File: src/rtl/core/rectangle_union_area_sweep_macros.svh
// Assertion macros shared by the rectangle union area sweep RTL.
// Included by the modules that carry concurrent checks; no other dependencies.
`ifndef RECTANGLE_UNION_AREA_SWEEP_MACROS_SVH
`define RECTANGLE_UNION_AREA_SWEEP_MACROS_SVH
`ifndef SYNTH
`define RUA_ASSERT(label, clk, rst, ante, cons) \
   label: assert property (@(posedge clk) disable iff (rst) (ante) |-> (cons)) \
      else $error("rua: assertion failed");
`define RUA_ASSERT_NEXT(label, clk, rst, ante, cons) \
   label: assert property (@(posedge clk) disable iff (rst) (ante) |=> (cons)) \
      else $error("rua: assertion failed");
`else
`define RUA_ASSERT(label, clk, rst, ante, cons)
`define RUA_ASSERT_NEXT(label, clk, rst, ante, cons)
`endif
`endif

File: src/rtl/core/rua_pkg.sv
// Shared types, constants and helpers for the rectangle union area sweep.
// No dependencies; imported by every module of the block.
`default_nettype none
package rua_pkg;

   localparam int MAX_ROWS  = 1024;
   localparam int ROW_W     = $clog2(MAX_ROWS);
   localparam int CNT_W     = $clog2(MAX_ROWS + 1);
   localparam int X_W       = 32;
   localparam int CFG_W     = 11;
   localparam int COVER_W   = 16;
   localparam int AREA_W    = 63;
   localparam int COVROW_W  = 11;
   localparam int ROWF_W    = 10;
   localparam int PROD_W    = X_W + CNT_W;
   localparam int REQ_DATA_W = 56;
   localparam int REQ_USER_W = 2;
   localparam int RSP_DATA_W = 80;
   localparam int RESET_ROWS = 1024;

   localparam logic [COVER_W-1:0] COVER_MAX = {COVER_W{1'b1}};
   localparam logic [AREA_W-1:0]  AREA_MAX  = {AREA_W{1'b1}};

   typedef logic [COVER_W-1:0] cover_type;

   typedef enum logic [2:0] {
      ST_CLEAR,
      ST_IDLE,
      ST_RECOUNT,
      ST_SPAN,
      ST_FINISH
   } sweep_state_type;

   typedef struct packed {
      logic             wr_en;
      logic [ROW_W-1:0] wr_addr;
      cover_type        wr_data;
      logic             rd_en;
      logic [ROW_W-1:0] rd_addr;
   } mem_cmd_type;

   typedef struct packed {
      logic             start;
      logic [X_W-1:0]   event_x;
      logic             first;
      logic [CNT_W-1:0] covered;
   } area_cmd_type;

   function automatic cover_type cover_next(input cover_type old, input logic closing);
      cover_type res;
      res = old;
      if (closing) begin
         if (old != '0) res = old - cover_type'(1);
      end else begin
         if (old != COVER_MAX) res = old + cover_type'(1);
      end
      return res;
   endfunction

endpackage
`default_nettype wire

File: src/rtl/core/rua_area_unit.sv
// Area accumulator: x step times covered rows, then a saturating add.
// Two register stages; depends on rua_pkg.
`default_nettype none
module rua_area_unit (
   input  wire                           clock,
   input  wire                           reset,
   input  rua_pkg::area_cmd_type         cmd,
   output logic [rua_pkg::AREA_W-1:0]    area
);
   import rua_pkg::*;

   logic [X_W-1:0]    prev_x_ff, prev_x_in;
   logic [AREA_W-1:0] area_ff, area_in;
   logic [PROD_W-1:0] prod_ff, prod_in;
   logic              stage_ff, stage_in;

   logic [X_W-1:0]    prev_eff;
   logic [X_W:0]      diff;
   logic              diff_pos;
   logic [AREA_W:0]   sum;

   always_comb begin
      prev_eff = cmd.first ? cmd.event_x : prev_x_ff;
      diff     = {cmd.event_x[X_W-1], cmd.event_x} - {prev_eff[X_W-1], prev_eff};
      diff_pos = !diff[X_W] && (diff != '0);
      prod_in  = diff_pos ? (PROD_W'(diff[X_W-1:0]) * PROD_W'(cmd.covered)) : '0;
      stage_in = cmd.start;
      prev_x_in = cmd.start ? cmd.event_x : prev_x_ff;
      sum      = {1'b0, area_ff} + (AREA_W + 1)'(prod_ff);
      area_in  = area_ff;
      if (cmd.start && cmd.first) begin
         area_in = '0;
      end else if (stage_ff) begin
         area_in = sum[AREA_W] ? AREA_MAX : sum[AREA_W-1:0];
      end
   end

   always_ff @(posedge clock) begin
      if (reset) begin
         prev_x_ff <= '0;
         area_ff   <= '0;
         stage_ff  <= 1'b0;
      end else begin
         prev_x_ff <= prev_x_in;
         area_ff   <= area_in;
         stage_ff  <= stage_in;
      end
   end

   always_ff @(posedge clock) begin
      if (cmd.start) begin
         prod_ff <= prod_in;
      end
   end

   assign area = area_ff;

endmodule
`default_nettype wire

File: config.mk
export PLATFORM = sky130hd
export DESIGN_NAME = rua_area_unit
export DESIGN_NICKNAME = d
export VERILOG_FILES = /design/src/rtl/core/rectangle_union_area_sweep_macros.svh /design/src/rtl/core/rua_pkg.sv /design/src/rtl/core/rua_area_unit.sv
export SDC_FILE = /design/constraint.sdc
export NUM_CORES = 1
export LEC_CHECK = 0
export BUFFER_PORTS_ARGS = -buffer_cell sky130_fd_sc_hd__buf_2
export CAP_MARGIN = 20
export CORE_MARGIN = 8
export CORE_UTILIZATION = 35
export CTS_CLUSTER_SIZE = 25
export DETAILED_ROUTE_END_ITERATION = 12
export PLACE_DENSITY = 0.56
export SYNTH_ARGS = -nofsm -noshare
export SYNTH_HDL_FRONTEND = slang
export SYNTH_SLANG_ARGS = --single-unit
File: constraint.sdc
create_clock -name clock -period 9.55 [get_ports clock]
set_input_delay 1.91 -clock clock [delete_from_list [all_inputs] [get_ports clock]]
set_output_delay 1.91 -clock clock [all_outputs]
set_load 0.01 [all_outputs]
==> metrics.md <==
| Metric | Value |
|---|---|
| Die ar. | 66810 um^2 |
| EDFF count, synth | 43 |
| Die X | 258.5 um |
| Synthesized flop and latch total | 139 |
| IO Pins | 110 |
| Place WS | -578.6 ps |
| Final ANT Viol Nets | 0 |
| Via count | 17460 |
| HPWL Detailed | 45780 um |
| Synthesized instance count | 2393 |
| Fin nets | 3126 |
| Worst r2r src | prev_x_ff[0] |
| H-tree depth | 4 |
| Simple-Gate Fraction of Synth Area | 18.25% |
| Most frequent cell after synthesis | inv_1 |
| Largest cells by area after synthesis | fa_1 (26%), ha_1 (9.5%), dfxtp_1 (9.3%), edfxtp_1 (6.3%), inv_1 (5.3%) |
| Clk slew on worst S/H paths | 60 ps |
| Nature of the critical path endpoint | register |
| Worst path required time | 9750 ps |
| Synth Warn # | 0 |
| RSZ-0062 raised after global routing | yes |
| CTS max path bufs | 2 |
| Clock Skew | 14.05 ps |
| Final setup vio count | 0 |
| Crit path max fanout | 11 |
| Mux contribution to synthesized area | 3.320% |
| Die Ht | 258.5 um |
| Xor/xnor share of the synthesized area | 4.214% |
| Layout cell share with drive strength beyond 1 | 17.34% |
| Hold Fails Final Rpt | 0 |
| Hold_buf cts | 0 |
| Data arrival, critical path | 9470 ps |
| Number of vias per cell | 5.077 |
| Worst path most repeated cell | fa_1 |
| Tightest Hold Check Type | reg -> reg |
| Top post-synthesis cells by count | inv_1 (291), fa_1 (271), nand2_1 (268) |
| Mapped cell area | 20580 um^2 |
| Fin crit period | 9265 ps |
| First DRT Iteration DRCs | 909 |
| Core area | 58570 um^2 |
| Worst hold path startpoint | prev_x_ff[19] |
| Vias in the first global route | 18572 |
| Unique masters post-synth | 72 |
| Largest net degree at the start of global routing | 58 |
| Area grow syn2layout | 18.69% |
| Seq/Total Area, Yosys | 15.61% |
| GPL Wtd Cong | 0.8990 |
| Critical path launch point | cmd[11] |
| Top achievable clock speed | 0.1079 GHz |
| Delay of the slowest critical-path stage | 550 ps |
| Post-synthesis compound-gate area fraction | 14.83% |
| First-pass GRT wire length | 94030 um |
| TritonCTS clock tree | built |
| GRT overflow | 0 |
| Slowest-stage cell, CP | fa_1 |
| Post-synth top area share | 26.36% |
| Period utilization | 97.02% |
| Post-synthesis async set-or-reset flop share | 0% |
| Worst-Skew Late Latency | 470 ps |
| CTS buffer count | 17 |
| Routed wire per std cell | 16.38 um |
| Buf/Inv on CP | 6 |
| Worst slew margin relative to its limit | 45.10% |
| Num Clock Sinks | 139 |
| Post-Synth Adder-Cell Area | 35.85% |
| Initial antenna violation count | 2 |
| Syn avg cell area | 8.599 um^2 |
| Syn_nets | 2867 |
| Row count | 89 |
| Setup CP Type | in -> reg |
| Post-synth top area cell | fa_1 |
| Root buf cell | clkbuf_16 |
| Port bufs | 109 |
| Max-slew violations | 0 |
| Drt pass-1 iters | 5 |
| Worst slew pin tran | 820.5 ps |
| DRC violations left | 0 |
| Max Cap Viol | 0 |
| Routed WL | 56350 um |
| CP Launch Type | input port |
| Setup slack after layout | 284.6 ps |
| Initial cell density of the core | 35.13% |
| Global Route Usage Sum | 17.02% |
| Largest family of logic cells by synthesized area | adder cells |
| Status | complete, no violations |
| Crit path max-delay family | adder cells |
| Most used DFF post-synth | dfxtp_1 |
==> metrics by stage <==
stage | cell area (um^2) | TNS [ps] | std cells | hold WS (ps) | utilization [%]
2_1_floorplan | 20600 | -2.906 | 2393 | 456.1 | -
3_3_place_gp | 23520 | -2841 | 3398 | 472.2 | 40.15
3_5_place_dp | 23520 | -5131 | 3398 | 481.3 | 40.15
4_1_cts | 24140 | 0 | 3430 | 497.7 | 41.22
5_1_grt | 24420 | -61.70 | 3439 | 517.7 | 41.70
6_report | 24420 | 0 | 3439 | 491.6 | 41.70
==> placed cells by master, fill, tap and decap left out, types with 7 or more instances in the layout <==
cell / n
edfxtp_1: 43
clkbuf_16: 17
o211ai_1: 11
nor4_1: 9
and2_1: 145
o31ai_1: 8
a311oi_1: 7
and3_1: 27
o21ai_0: 91
inv_1: 291
a211oi_1: 12
xor2_1: 37
ha_1: 155
fa_1: 271
nor2b_1: 29
dfxtp_1: 95
nand4_1: 27
mux2i_1: 65
nor3_1: 52
nand2_1: 268
a21o_1: 64
nor2_1: 110
o21a_1: 11
buf_2: 108
a31oi_1: 20
xnor2_1: 54
a21oi_1: 151
nand3_1: 34
nand2b_1: 18
buf_4: 261
o21ai_1: 9
o21bai_1: 17
==> logic make-up after synthesis <==
logic type | Yosys count
AOI/OAI and AO/OA | 481
xor gates and xnor gates | 99
adders and majority gates | 427
buffers and inverters | 422
DFF | 139
muxes | 68
and+or+nand+nor | 757
==> worst paths after layout <==
kind                   endpoint  slack [ps]  cells after the start
setup / recovery    prod_ff[42]         280                     30
setup reg to reg    prod_ff[42]        1600                     29
hold / removal    prev_x_ff[19]         490                      2
hold reg to reg   prev_x_ff[19]         490                      2
==> worst min-delay path, stage by stage, from the launching register on <==
cell and delay (ps):
dfxtp_1 320, mux2i_1 60, nor2_1 70
==> per-layer routing <==
layer	global-route usage (%)	part of all wire, %
met1	21.14	45
met2	29.72	49
met3	3.132	4.5
met4	5.280	2.4
met5	0	0.014
==> area by class of cell <==
type | instances | area [um^2]
Inverter | 291 | 1092
Sequential cell | 139 | 3214
Fill cell | 5883 | 34150
Multi-Input combinational cell | 1832 | 16010
Antenna cell | 1 | 2.502
Clock buffer | 17 | 425.4
Clock inverter | 15 | 185.2
Tap cell | 773 | 967.2
Timing Repair Buffer | 371 | 2531
==> sequential cells by signal, summed over array words and instances, names as in the netlist <==
| register | count |
|---|---|
| prod_ff | 43 |
| area | 63 |
| prev_x_ff | 32 |
| stage_ff | 1 |
==> repair_timing <==
item | 4_1_cts | 5_1_grt
setup buffers | 0 | 8
gates resized for setup | 2 | 40
pin swaps | 0 | 5
setup endpoints to repair | 2 | 15
Power is left out: the tool's default activity adds up to more than one toggle a clock period on the data nets, which glitch-free logic cannot reach.
