File: config.mk
export PLATFORM = sky130hd
export DESIGN_NAME = rua_sweep_ctrl
export DESIGN_NICKNAME = d
export VERILOG_FILES = /design/src/rtl/core/rua_pkg.sv /design/src/rtl/core/rua_sweep_ctrl.sv
export VERILOG_INCLUDE_DIRS = /design/src /design/src/rtl/core
export SDC_FILE = /design/constraint.sdc
export NUM_CORES = 1
export LEC_CHECK = 0
export BUFFER_PORTS_ARGS = -buffer_cell sky130_fd_sc_hd__clkbuf_2
export CAP_MARGIN = 20
export CORE_MARGIN = 5
export CORE_UTILIZATION = 37
export DETAILED_ROUTE_END_ITERATION = 10
export PLACE_DENSITY = 0.62
export SLEW_MARGIN = 10
export SYNTH_ARGS = -nofsm -noshare
export SYNTH_HDL_FRONTEND = slang
export SYNTH_SLANG_ARGS = --single-unit
File: constraint.sdc
create_clock -name clock -period 4.9 [get_ports clock]
set_clock_uncertainty 0.2 [all_clocks]
set_input_delay 0.735 -clock clock [delete_from_list [all_inputs] [get_ports clock]]
set_output_delay 0.735 -clock clock [all_outputs]
set_load 0.1 [all_outputs]
File: src/rtl/core/rectangle_union_area_sweep_macros.svh
// Assertion macros shared by the rectangle union area sweep RTL.
// Included by the modules that carry concurrent checks; no other dependencies.
`ifndef RECTANGLE_UNION_AREA_SWEEP_MACROS_SVH
`define RECTANGLE_UNION_AREA_SWEEP_MACROS_SVH
`ifndef SYNTH
`define RUA_ASSERT(label, clk, rst, ante, cons) \
   label: assert property (@(posedge clk) disable iff (rst) (ante) |-> (cons)) \
      else $error("rua: assertion failed");
`define RUA_ASSERT_NEXT(label, clk, rst, ante, cons) \
   label: assert property (@(posedge clk) disable iff (rst) (ante) |=> (cons)) \
      else $error("rua: assertion failed");
`else
`define RUA_ASSERT(label, clk, rst, ante, cons)
`define RUA_ASSERT_NEXT(label, clk, rst, ante, cons)
`endif
`endif

File: src/rtl/core/rua_pkg.sv
// Shared types, constants and helpers for the rectangle union area sweep.
// No dependencies; imported by every module of the block.
`default_nettype none
package rua_pkg;

   localparam int MAX_ROWS  = 1024;
   localparam int ROW_W     = $clog2(MAX_ROWS);
   localparam int CNT_W     = $clog2(MAX_ROWS + 1);
   localparam int X_W       = 32;
   localparam int CFG_W     = 11;
   localparam int COVER_W   = 16;
   localparam int AREA_W    = 63;
   localparam int COVROW_W  = 11;
   localparam int ROWF_W    = 10;
   localparam int PROD_W    = X_W + CNT_W;
   localparam int REQ_DATA_W = 56;
   localparam int REQ_USER_W = 2;
   localparam int RSP_DATA_W = 80;
   localparam int RESET_ROWS = 1024;

   localparam logic [COVER_W-1:0] COVER_MAX = {COVER_W{1'b1}};
   localparam logic [AREA_W-1:0]  AREA_MAX  = {AREA_W{1'b1}};

   typedef logic [COVER_W-1:0] cover_type;

   typedef enum logic [2:0] {
      ST_CLEAR,
      ST_IDLE,
      ST_RECOUNT,
      ST_SPAN,
      ST_FINISH
   } sweep_state_type;

   typedef struct packed {
      logic             wr_en;
      logic [ROW_W-1:0] wr_addr;
      cover_type        wr_data;
      logic             rd_en;
      logic [ROW_W-1:0] rd_addr;
   } mem_cmd_type;

   typedef struct packed {
      logic             start;
      logic [X_W-1:0]   event_x;
      logic             first;
      logic [CNT_W-1:0] covered;
   } area_cmd_type;

   function automatic cover_type cover_next(input cover_type old, input logic closing);
      cover_type res;
      res = old;
      if (closing) begin
         if (old != '0) res = old - cover_type'(1);
      end else begin
         if (old != COVER_MAX) res = old + cover_type'(1);
      end
      return res;
   endfunction

endpackage
`default_nettype wire

File: src/rtl/core/rua_sweep_ctrl.sv
// Sweep sequencer: clearing pass, span read-modify-write walk, covered row
// recount and the result register. Depends on rua_pkg and the macro header.
`default_nettype none
`include "rectangle_union_area_sweep_macros.svh"
module rua_sweep_ctrl (
   input  wire                                clock,
   input  wire                                reset,
   input  wire                                csr_wr_en,
   input  wire  [rua_pkg::CFG_W-1:0]          csr_wr_data,
   input  wire                                req_valid,
   output logic                               req_ready,
   input  wire  [rua_pkg::X_W-1:0]            req_event_x,
   input  wire  [rua_pkg::ROWF_W-1:0]         req_row_low,
   input  wire  [rua_pkg::ROWF_W-1:0]         req_row_high,
   input  wire                                req_is_close,
   input  wire                                req_first_event,
   output rua_pkg::mem_cmd_type               mem_cmd,
   input  rua_pkg::cover_type                 mem_rd_data,
   output rua_pkg::area_cmd_type              area_cmd,
   input  wire  [rua_pkg::AREA_W-1:0]         area,
   output logic                               rsp_valid,
   input  wire                                rsp_ready,
   output logic [rua_pkg::AREA_W-1:0]         rsp_area,
   output logic [rua_pkg::COVROW_W-1:0]       rsp_covered_rows
);
   import rua_pkg::*;

   sweep_state_type      state_ff, state_in;
   logic [CFG_W-1:0]     rows_ff, rows_in;
   logic                 recount_ff, recount_in;
   logic [CNT_W-1:0]     count_ff, count_in;
   logic [CNT_W-1:0]     snap_ff, snap_in;
   logic                 closing_ff, closing_in;
   logic [CNT_W-1:0]     rd_ptr_ff, rd_ptr_in;
   logic [ROW_W-1:0]     hi_ff, hi_in;
   logic                 walk_ff, walk_in;
   logic                 pend_ff, pend_in;
   logic [ROW_W-1:0]     pend_addr_ff, pend_addr_in;
   logic [ROW_W-1:0]     clr_ptr_ff, clr_ptr_in;
   logic                 rsp_valid_ff, rsp_valid_in;
   logic [AREA_W-1:0]    rsp_area_ff, rsp_area_in;
   logic [COVROW_W-1:0]  rsp_cov_ff, rsp_cov_in;

   logic [31:0]          rows_wide;
   logic [CNT_W-1:0]     lim;
   logic [CNT_W-1:0]     lim_m1;
   logic [CNT_W-1:0]     hi_clip;
   logic [CNT_W-1:0]     row_high_ext;
   logic                 accept;
   logic                 rsp_free;
   cover_type            old_cover;

   always_comb begin
      rows_wide = 32'(rows_ff);
      if (rows_wide == 32'd0) lim = CNT_W'(1);
      else if (rows_wide > 32'(MAX_ROWS)) lim = CNT_W'(MAX_ROWS);
      else lim = CNT_W'(rows_wide);
      lim_m1       = lim - CNT_W'(1);
      row_high_ext = CNT_W'(req_row_high);
      hi_clip      = (row_high_ext > lim_m1) ? lim_m1 : row_high_ext;
   end

   always_comb begin
      state_in     = state_ff;
      rows_in      = csr_wr_en ? csr_wr_data : rows_ff;
      recount_in   = recount_ff;
      count_in     = count_ff;
      snap_in      = snap_ff;
      closing_in   = closing_ff;
      rd_ptr_in    = rd_ptr_ff;
      hi_in        = hi_ff;
      walk_in      = 1'b0;
      pend_in      = 1'b0;
      pend_addr_in = pend_addr_ff;
      clr_ptr_in   = clr_ptr_ff;
      rsp_area_in  = rsp_area_ff;
      rsp_cov_in   = rsp_cov_ff;
      rsp_free     = !rsp_valid_ff || rsp_ready;
      rsp_valid_in = rsp_valid_ff && !rsp_ready;
      old_cover    = mem_rd_data;
      req_ready    = 1'b0;
      accept       = 1'b0;
      mem_cmd      = '0;

      case (state_ff)
         ST_CLEAR: begin
            mem_cmd.wr_en   = 1'b1;
            mem_cmd.wr_addr = clr_ptr_ff;
            mem_cmd.wr_data = '0;
            clr_ptr_in      = clr_ptr_ff + ROW_W'(1);
            count_in        = '0;
            if (clr_ptr_ff == ROW_W'(MAX_ROWS - 1)) state_in = ST_IDLE;
         end
         ST_IDLE: begin
            if (recount_ff) begin
               recount_in = 1'b0;
               count_in   = '0;
               rd_ptr_in  = '0;
               hi_in      = lim_m1[ROW_W-1:0];
               walk_in    = 1'b1;
               state_in   = ST_RECOUNT;
            end else begin
               req_ready = 1'b1;
               if (req_valid) begin
                  accept     = 1'b1;
                  snap_in    = count_ff;
                  closing_in = req_is_close;
                  rd_ptr_in  = CNT_W'(req_row_low);
                  hi_in      = hi_clip[ROW_W-1:0];
                  walk_in    = CNT_W'(req_row_low) <= hi_clip;
                  state_in   = ST_SPAN;
               end
            end
         end
         ST_RECOUNT, ST_SPAN: begin
            if (walk_ff) begin
               mem_cmd.rd_en   = 1'b1;
               mem_cmd.rd_addr = rd_ptr_ff[ROW_W-1:0];
               rd_ptr_in       = rd_ptr_ff + CNT_W'(1);
               walk_in         = rd_ptr_ff[ROW_W-1:0] != hi_ff;
               pend_in         = 1'b1;
               pend_addr_in    = rd_ptr_ff[ROW_W-1:0];
            end
            if (pend_ff) begin
               if (state_ff == ST_RECOUNT) begin
                  if (old_cover != '0) count_in = count_ff + CNT_W'(1);
               end else begin
                  mem_cmd.wr_en   = 1'b1;
                  mem_cmd.wr_addr = pend_addr_ff;
                  mem_cmd.wr_data = cover_next(old_cover, closing_ff);
                  if (!closing_ff && old_cover == '0) count_in = count_ff + CNT_W'(1);
                  if (closing_ff && old_cover == cover_type'(1)) count_in = count_ff - CNT_W'(1);
               end
            end
            if (!walk_ff && !pend_ff) begin
               state_in = (state_ff == ST_RECOUNT) ? ST_IDLE : ST_FINISH;
            end
         end
         ST_FINISH: begin
            if (rsp_free) begin
               rsp_valid_in = 1'b1;
               rsp_area_in  = area;
               rsp_cov_in   = COVROW_W'(snap_ff);
               state_in     = ST_IDLE;
            end
         end
         default: begin
            state_in = ST_IDLE;
         end
      endcase

      if (csr_wr_en) recount_in = 1'b1;

      area_cmd.start   = accept;
      area_cmd.event_x = req_event_x;
      area_cmd.first   = req_first_event;
      area_cmd.covered = count_ff;
   end

   always_ff @(posedge clock) begin
      if (reset) begin
         state_ff     <= ST_CLEAR;
         rows_ff      <= CFG_W'(RESET_ROWS);
         recount_ff   <= 1'b0;
         count_ff     <= '0;
         walk_ff      <= 1'b0;
         pend_ff      <= 1'b0;
         clr_ptr_ff   <= '0;
         rsp_valid_ff <= 1'b0;
      end else begin
         state_ff     <= state_in;
         rows_ff      <= rows_in;
         recount_ff   <= recount_in;
         count_ff     <= count_in;
         walk_ff      <= walk_in;
         pend_ff      <= pend_in;
         clr_ptr_ff   <= clr_ptr_in;
         rsp_valid_ff <= rsp_valid_in;
      end
   end

   always_ff @(posedge clock) begin
      snap_ff      <= snap_in;
      closing_ff   <= closing_in;
      rd_ptr_ff    <= rd_ptr_in;
      hi_ff        <= hi_in;
      pend_addr_ff <= pend_addr_in;
      rsp_area_ff  <= rsp_area_in;
      rsp_cov_ff   <= rsp_cov_in;
   end

   assign rsp_valid        = rsp_valid_ff;
   assign rsp_area         = rsp_area_ff;
   assign rsp_covered_rows = rsp_cov_ff;

   `RUA_ASSERT(a_write_only_clear_or_span, clock, reset, mem_cmd.wr_en, (state_ff == ST_CLEAR) || (state_ff == ST_SPAN))
   `RUA_ASSERT(a_no_same_entry_overlap, clock, reset, mem_cmd.wr_en && mem_cmd.rd_en, mem_cmd.wr_addr != mem_cmd.rd_addr)
   `RUA_ASSERT(a_count_in_range, clock, reset, 1'b1, count_ff <= CNT_W'(MAX_ROWS))
   `RUA_ASSERT_NEXT(a_accept_starts_span, clock, reset, accept, (state_ff == ST_SPAN) && !pend_ff)
   `RUA_ASSERT_NEXT(a_result_held_until_taken, clock, reset, rsp_valid_ff && !rsp_ready, rsp_valid_ff && $stable(rsp_area_ff))

endmodule
`default_nettype wire

==> qor.yml, run 1 <==
floorplanning:
  die_y_um: 157
  ios: 308
  dieArea_um2: 24800
  core-area_um2: 21600
  rows: 54
  start_util: 0.372
  fp.dieW_um: 157
pwr:
  p_per_area_nw_per_um2: 366
  seq_power_share: 0.420
  power_switching_mw: 1.24
  power.share.clock: 0.363
  vdd_drop_max_mv: 0.211
  internal-power_mw: 2.54
  leakage_nw: 4.24
  pwr-share-comb: 0.217
  swShare: 0.329
worst_hold_path:
  hold_class: "reg2reg"
synthesis:
  yosysMostFrequentCell: "edfxtp_1"
  yosys_warnings: 0
  synth_cell_types: 74
  ys_top_cells_by_count: "edfxtp_1, nor2_1, nand2_1, dfxtp_1, buf_4"
  synth_nets: 902
  synth_area_leader_cell: "edfxtp_1"
  synth_async_sr_flop_share: 0
  synth_top_area_share: 0.433
  syn_area_um2: 8050
  synth-main-ff-cell: "edfxtp_1"
  synth_edf_count: 116
  ys_seq_area_frac: 0.530
  synthCells: 727
  synth.area.top_cells: "edfxtp_1, dfxtp_1, ha_1, buf_4, nor2_1"
  synth.ff_latch_count: 155
  syn_avg_cell_area_um2: 11.1
placement:
  dp.cells: 1202
  place_ws_ps: -116
  place_congestion: 0.929
  postPlaceCellArea_um2: 9580
  port_buffers: 241
  post-dp-hpwl_um: 16300
route:
  drt-pass1-iter-count: 4
  viasPerCell: 5.06
  ant_nets: 0
  drtIter0Drc: 334
  drc_errors: 0
  wl_um: 21400
  routedWlPerCell_um: 17.1
  num_vias: 6310
cells_and_area:
  final_cells: 1246
  nets: 1128
  drive_gt1_frac: 0.364
  area_growth_pct: 28.2
  post-route-cell-area_um2: 10300
  n_antenna_cell: 0
timing:
  slew_viol_final: 0
  setup_viol: 0
  setup_slack_ps: 54.3
  final_hold_viol_count: 0
  fmax_mhz: 206
  period_minus_slack_ps: 4850
  timing.slew.headroom: 0.319
  rsz0062_at_grt: "yes"
  whs_ps: 218
  finalCritPeriodShare: 0.989
  worst_slew_pin_slew_ps: 1020
critical_path:
  slowest_delay_ps: 550
  cp.arrival_ps: 4960
  critPathRequiredTime_ps: 5020
  path_cells: "or4_4 > nor3_4 > o21ai_2 > ha_4 > nand2b_4 > a41oi_4 > a211oi_2 > inv_1 > ha_1 > nand4_1 > a21oi_1 > or4_1 > o2111a_2 > nor3_4 > buf_6 > mux2i_1 > ha_1 > buf_4 > nand3_1 > nor3_1 > nor4_1 > o31a_1 > o21ai_1"
  path_class: "reg2reg"
  crit_slowest_cell: "or4_4"
  startpoint_type: "flop"
  end_kind: "flop"
  path_max_fanout: 7
clock_tree:
  cts-buffers-inserted: 17
  tritoncts: "yes"
  clkTransAtPathRegs_ps: 70
  cts_hold_buf: 0
  cts_buffer_depth: 2
  cts_num_sinks: 155
  cts_max_level: 4
  worstSkewPairLatency_ps: 420
  clk_root_buffer_cell: "clkbuf_16"
grt:
  track_usage: 0.168
  grt-ovfl-total: 0
  grt_pass1_vias: 6040
  antenna_found_initial: 1
  grt_first_pass_wirelength_um: 32800
  grt_max_degree: 75
job:
  maxCapViolations: 0
status:
  status: "finished, final reports clean"
==> power groups by stage <==
stage               clock (mW)  sequential, mW  combinational, mW
floorplan                    0            1.64              0.703
global placement             0            1.61              0.797
detailed placement           0            1.62              0.803
CTS                       1.41            1.59              0.815
global route              1.47            1.60              0.896
finish                    1.37            1.59              0.822
==> flip-flops by register name, indices dropped and copies added, names as in the netlist <==
| register | cells |
|---|---|
| pend_addr_ff | 10 |
| rsp_valid | 1 |
| rsp_area | 63 |
| rows_ff | 11 |
| rd_ptr_ff | 10 |
| state_ff | 3 |
| rsp_covered_rows | 11 |
| walk_ff | 1 |
| hi_ff | 10 |
| clr_ptr_ff | 10 |
| count_ff | 11 |
| closing_ff | 1 |
| recount_ff | 1 |
| pend_ff | 1 |
| snap_ff | 11 |
==> logic make-up after synthesis <==
family / after synthesis / synth area share
fa+ha+maj: 26 / 0.0404
compound gates: 138 / 0.122
flops: 155 / 0.530
mux: 29 / 0.0375
buf+inv: 94 / 0.0654
xor+xnor: 44 / 0.0479
simple gates: 241 / 0.157
==> final timing paths <==
check	startpoint	to	slack, ps	cells past startpoint
max	rows_ff[9]$_SDFFE_PP0P_	walk_ff$_SDFF_PP0_	50	23
min	snap_ff[3]$_DFFE_PP_	rsp_covered_rows[3]$_DFFE_PP_	220	0
max reg2reg	rows_ff[9]$_SDFFE_PP0P_	walk_ff$_SDFF_PP0_	50	23
min reg2reg	snap_ff[3]$_DFFE_PP_	rsp_covered_rows[3]$_DFFE_PP_	220	0
==> placed cells by master (no fill, tap or decap), drive strengths merged, types with 4 or more instances in the layout <==
cell type  Yosys  final
or3           13     13
nand3         17     17
a31oi          5      5
nand2b         4      4
nor2b          4      4
nand4         13     13
mux2           9      9
and2           6      6
a32oi          5      5
clkbuf        27    249
clkinv         0      4
o31ai          4      4
nor3          24     24
and3          15     15
or4            7      7
xor2          28     28
dfxtp         39     39
o211ai         4      4
a22o          12     12
nand3b        12     12
buf           42     45
ha            26     26
edfxtp       116    116
a21oi         32     32
and4           5      5
o21ai         31     31
mux2i         20     20
nor2          67     67
nor4           9      9
xnor2         16     16
a41oi          4      4
nand2         40     40
a211oi         8      8
inv           24     32
==> per-layer routing <==
metal	wire length (µm)	track usage
met5	20	0
met3	1500	0.0421
met4	203	0.0434
met1	9310	0.220
met2	10300	0.279
==> layout make-up <==
type,instances,area (µm²)
flip-flops and latches,155,4270
fillers,2039,11300
well taps,280,350
repair buffers,277,1620
clock buffers,17,425
clock inverters,15,195
multi-input cells,478,3370
inverters,24,90.1
==> timing repair <==
item / CTS / global route
pin swaps: 4 / 8
resized for setup: 1 / 5
buffers inserted: 5 / 7
setup endpoints to repair: 1 / 1
==> worst max-delay path: cells and delay by family, from the launching register on <==
family	cells	cell delay (ps)
simple gates	9	2060
buf+inv	3	340
compound gates	7	890
fa+ha+maj	3	690
mux	1	210
flops	1	330
==> per-stage QoR <==
stage                     utilization  total power, mW  TNS [ps]
after floorplan                     -             2.34         0
after global placement          0.443             2.41     -15.4
after detailed placement        0.443             2.42      -116
after CTS                       0.474             3.81         0
after global routing            0.477             3.97      -196
final                           0.477             3.78         0
Note: power is estimated with default switching activity, not from simulation.
==> run 2, diff against run 1 <==
--- a/config.mk
+++ b/config.mk
@@ -6,6 +6,7 @@
 export SDC_FILE = /design/constraint.sdc
 export NUM_CORES = 1
 export LEC_CHECK = 0
+export ABC_AREA = 1
 export BUFFER_PORTS_ARGS = -buffer_cell sky130_fd_sc_hd__clkbuf_2
 export CAP_MARGIN = 20
 export CORE_MARGIN = 5
==> qor.yml, run 2 <==
status:
  status: "finished, final reports clean"
clock_tree:
  cts_num_sinks: 155  # unchanged
  cts_max_level: 4  # unchanged
  worstSkewPairLatency_ps: 430  # about the same
  cts-buffers-inserted: 17  # unchanged
  cts_buffer_depth: 2  # unchanged
  post_cts_buffers: 0  # -5
  cts_resized: 0  # -1
  tritoncts: "yes"
  clk_root_buffer_cell: "clkbuf_16"
  cts_hold_buf: 0  # unchanged
  clkTransAtPathRegs_ps: 70  # about the same
floorplanning:
  ios: 308  # unchanged
  core-area_um2: 21600  # unchanged
  die_y_um: 158  # about the same
  start_util: 0.372  # about the same
  fp.dieW_um: 158  # about the same
  dieArea_um2: 24800  # about the same
  rows: 54  # unchanged
route:
  drc_errors: 0  # unchanged
  drt-pass1-iter-count: 5  # +1
  drtIter0Drc: 421  # +26%
  viasPerCell: 4.98  # -1.6%
  num_vias: 6936  # +9.9%
  ant_nets: 0  # unchanged
  routedWlPerCell_um: 15.6  # -8.9%
  wl_um: 21700  # +1.8%
timing:
  slew_viol_final: 0  # unchanged
  fmax_mhz: 224  # +8.7%
  final_hold_viol_count: 0  # unchanged
  rsz0062_at_grt: "no"
  worst_slew_pin_slew_ps: 735  # -281 ps
  period_minus_slack_ps: 4460  # -388 ps
  setup_viol: 0  # unchanged
  timing.slew.headroom: 0.507  # +0.188
  finalCritPeriodShare: 0.910  # -0.0791
  fin_setup_tns_ps: 0  # unchanged
critical_path:
  end_kind: "flop"
  critPathRequiredTime_ps: 4990  # -30 ps
  path_class: "reg2reg"
  slowest_delay_ps: 350  # -200 ps
  crit_family: "simple AND/OR/NAND/NOR gates"
  path_max_fanout: 14  # +7
  cp_common_cell: "nand2_1"
  crit_buf_inv: 2  # -1
  cp.arrival_ps: 4550  # -410 ps
  startpoint_type: "flop"
  crit_slowest_cell: "dfxtp_1"
synthesis:
  syn_area_um2: 8050  # about the same
  synth_nets: 1060  # +18%
  synth_edf_count: 116  # unchanged
  synth_area_leader_cell: "edfxtp_1"
  synth-main-ff-cell: "edfxtp_1"
  synth_cell_types: 47  # -36%
  synthCells: 885  # +22%
  ys_seq_area_frac: 0.530  # about the same
  synth_top_area_share: 0.433  # about the same
  synth.area.top_cells: "edfxtp_1, dfxtp_1, nand2_1, nor2_1, nand3_1"
  synth_async_sr_flop_share: 0  # unchanged
  yosys_warnings: 0  # unchanged
  yosysMostFrequentCell: "nand2_1"
  syn_avg_cell_area_um2: 9.10  # -18%
  ys_top_cells_by_count: "nand2_1, edfxtp_1, nor2_1, inv_1, nand3_1"
  synth.ff_latch_count: 155  # unchanged
cells_and_area:
  post-route-cell-area_um2: 9980  # -3.3%
  n_antenna_cell: 0  # unchanged
  area_growth_pct: 23.9
  final_cell_mix: "clkbuf_2, nand2_1, edfxtp_1"
  utilization: 0.461  # -0.0157
  largest_reg_flops: 63  # unchanged
  nets: 1274  # +13%
  drive_gt1_frac: 0.294  # -0.0703
  final_common_cell: "clkbuf_2"
pwr:
  p_per_area_nw_per_um2: 522  # +42%
  vdd_drop_max_mv: 0.240  # +14%
  power_mw: 5.20  # +38%
  leakage_nw: 4.42  # +4.1%
placement:
  post-dp-hpwl_um: 17200  # +5.8%
  postPlaceCellArea_um2: 9340  # -2.6%
  port_buffers: 241  # unchanged
  place_congestion: 0.911  # -2.0%
grt:
  grt-ovfl-total: 0  # unchanged
  grt_max_degree: 38  # -49%
  antenna_found_initial: 0  # -1
  track_usage: 0.168  # about the same
  grt_first_pass_wirelength_um: 32800  # +0.10%
  grt_pass1_vias: 6463  # +7.0%
worst_hold_path:
  hold_class: "reg2reg"
job:
  maxCapViolations: 0  # unchanged
run 2: final timing paths:
path,start,to,slack [ps],depth (start not counted)
max,rows_ff[6]$_SDFFE_PP0P_,walk_ff$_SDFF_PP0_,440,30
min,snap_ff[10]$_DFFE_PP_,rsp_covered_rows[10]$_DFFE_PP_,220,0
max reg2reg,rows_ff[6]$_SDFFE_PP0P_,walk_ff$_SDFF_PP0_,440,30
min reg2reg,snap_ff[10]$_DFFE_PP_,rsp_covered_rows[10]$_DFFE_PP_,220,0
run 2: kinds of logic (layout without fill, tap and decap cells):
family / Yosys count / in the layout / share of synthesized area
simple gates: 400 / 400 / 0.220
flops: 155 / 155 / 0.530
buf+inv: 144 / 371 / 0.0866
compound gates: 142 / 142 / 0.104
fa+ha+maj: 26 / 26 / 0.0404
xor+xnor: 18 / 18 / 0.0196
run 2: layer usage:
layer | global-route usage | vias up | wire length, µm
met5 | 0 | - | 0
met4 | 0.0455 | 0 | 348
met3 | 0.0465 | 30 | 1900
met2 | 0.284 | 306 | 10300
met1 | 0.212 | 3174 | 9210
li1 | - | 3426 | -
run 2: where the power goes:
group,switching [mW],internal (mW),total [mW]
registers,0.110,1.70,1.81
clock network,0.630,0.698,1.33
logic,1.75,0.319,2.07
total,2.49,2.71,5.20
run 2: cell type report:
type | instances | area (µm²)
clock buffer | 17 | 425
clock inverter | 15 | 183
fill | 2110 | 11600
inverter | 90 | 338
multi-input combinational | 586 | 3150
sequential | 155 | 4270
tap | 280 | 350
timing repair buffer | 249 | 1270
run 2: metrics by stage:
step                cells  worst slack (ps)  hold WS (ps)
global placement     1360               473           202
finish               1392               442           222
CTS                  1392               310           223
floorplan             885             -63.2           200
global route         1392              3.04           226
detailed placement   1360               336           205
==> run 3, diff against run 2 <==
--- a/config.mk
+++ b/config.mk
@@ -12,7 +12,8 @@
 export CORE_MARGIN = 5
 export CORE_UTILIZATION = 37
 export DETAILED_ROUTE_END_ITERATION = 10
-export PLACE_DENSITY = 0.62
+export PLACE_DENSITY_LB_ADDON = 0.2
+export SKIP_CTS_REPAIR_TIMING = 1
 export SLEW_MARGIN = 10
 export SYNTH_ARGS = -nofsm -noshare
 export SYNTH_HDL_FRONTEND = slang
==> qor.yml, run 3 (synthesized netlist as in run 2, its figures left out) <==
route:
  drc_errors: 0  # unchanged
  drtIter0Drc: 311  # -26%
  viasPerCell: 4.88  # -2.0%
  ant_nets: 0  # unchanged
  wl_um: 21300  # -2.0%
  num_vias: 6794  # -2.0%
  routedWlPerCell_um: 15.3  # -1.9%
  drt-pass1-iter-count: 5  # unchanged
clock_tree:
  clkTransAtPathRegs_ps: 80  # about the same
  cts_buffer_depth: 2  # unchanged
  clk_root_buffer_cell: "clkbuf_16"
  cts_max_level: 4  # unchanged
  cts-buffers-inserted: 17  # unchanged
  cts_num_sinks: 155  # unchanged
  tritoncts: "yes"
  worstSkewPairLatency_ps: 420  # about the same
grt:
  antenna_found_initial: 0  # unchanged
  grt_max_degree: 75  # +97%
  grt_pass1_vias: 6501  # +0.59%
  track_usage: 0.167  # -0.000320
  grt-ovfl-total: 0  # unchanged
  grt_first_pass_wirelength_um: 33200  # +1.3%
floorplanning:
  core-area_um2: 21600  # unchanged
  dieArea_um2: 24800  # unchanged
  ios: 308  # unchanged
  start_util: 0.372  # unchanged
  fp.dieW_um: 158  # unchanged
  die_y_um: 158  # unchanged
  rows: 54  # unchanged
timing:
  slew_viol_final: 0  # unchanged
  setup_viol: 0  # unchanged
  final_hold_viol_count: 0  # unchanged
  whs_ps: 220  # -2.52 ps
  period_minus_slack_ps: 4370  # -84.6 ps
  timing.slew.headroom: 0.340  # -0.167
  worst_slew_pin_slew_ps: 989  # +255 ps
  fmax_mhz: 229  # +1.9%
  rsz0062_at_grt: "no"
  finalCritPeriodShare: 0.893  # -0.0173
critical_path:
  startpoint_type: "flop"
  cp.depth: 28  # -6.7%
  cp_common_cell: "nand2_1"
  end_kind: "flop"
  crit_slowest_cell: "dfxtp_1"
  path_max_fanout: 9  # -5
  slowest_delay_ps: 350  # about the same
  path_class: "reg2reg"
  r2r_cells: 28  # -6.7%
  cp.arrival_ps: 4470  # -80 ps
  crit_buf_inv: 0  # -2
  crit_family: "simple AND/OR/NAND/NOR gates"
  critPathRequiredTime_ps: 5000  # about the same
pwr:
  vdd_drop_max_mv: 0.228  # -5.0%
  p_per_area_nw_per_um2: 521  # about the same
  leakage_nw: 4.41  # -0.19%
worst_hold_path:
  min_path_cells: 0  # unchanged
  hold_class: "reg2reg"
placement:
  post-dp-hpwl_um: 16600  # -3.7%
  place_congestion: 0.905  # -0.57%
  postPlaceCellArea_um2: 9330  # about the same
  port_buffers: 241  # unchanged
cells_and_area:
  multiInputGateArea_um2: 3140  # -0.40%
  n_antenna_cell: 0  # unchanged
  final_cell_mix: "clkbuf_2, nand2_1, edfxtp_1"
  register_area_um2: 4260  # about the same
  post-route-cell-area_um2: 9970  # about the same
  final_common_cell: "clkbuf_2"
  nFillCells: 2140  # +1.4%
  drive_gt1_frac: 0.291  # -0.00334
  nets: 1273  # -0.078%
  largest_reg_flops: 63  # unchanged
  area_growth_pct: 23.8  # about the same
status:
  status: "finished, final reports clean"
job:
  maxCapViolations: 0  # unchanged
[run 3: cell types whose count changed in the layout (fill, tap and decap cells not counted), moves of 2 or more]
cell,previous run,this run
inv_6,2,0
o21ai_1,2,0
clkinv_8,3,6
clkinv_4,1,3
o21ai_0,56,58
[run 3: cell type report]
class                      count  area share
clock inverter                15      0.0197
clock buffer                  17      0.0427
inverter                      90      0.0339
tap                          280      0.0351
sequential                   155       0.428
timing repair buffer         248       0.126
multi-input combinational    586       0.315
[run 3: through the flow]
stage / worst slack, ps / instances / utilization / power (mW) / setup TNS, ps
detailed placement: 487 / 1359 / 0.432 / 3.91 / 0
floorplan: -63.2 / 885 / - / 3.65 / -126
finish: 527 / 1391 / 0.461 / 5.20 / 0
global placement: 561 / 1359 / 0.432 / 3.89 / 0
CTS: 460 / 1391 / 0.460 / 5.25 / 0
global route: 44.8 / 1391 / 0.461 / 5.44 / 0
[run 3: path summary, 6_finish.rpt]
| check | to | slack [ps] | startpoint |
|---|---|---|---|
| worst max register to register | walk_ff$_SDFF_PP0_ | 530 | rows_ff[3]$_SDFFE_PP0P_ |
| worst max-delay path | walk_ff$_SDFF_PP0_ | 530 | rows_ff[3]$_SDFFE_PP0P_ |
| worst min-delay path | rsp_covered_rows[9]$_DFFE_PP_ | 220 | snap_ff[9]$_DFFE_PP_ |
| worst min register to register | rsp_covered_rows[9]$_DFFE_PP_ | 220 | snap_ff[9]$_DFFE_PP_ |
[run 3: where the power goes]
part	internal, mW	leakage [nW]	switching, mW	total, mW
Combinational	0.314	2.73	1.75	2.07
Sequential	1.70	1.38	0.101	1.80
Clock	0.700	0.301	0.633	1.33
Total	2.71	4.41	2.49	5.20
[run 3: layer usage]
layer / GRT usage / wire, µm / vias up
li1: - / - / 3419
met1: 0.211 / 8980 / 3128
met2: 0.289 / 10600 / 228
met3: 0.0399 / 1520 / 19
met4: 0.0451 / 214 / 0
met5: 0 / 0 / -
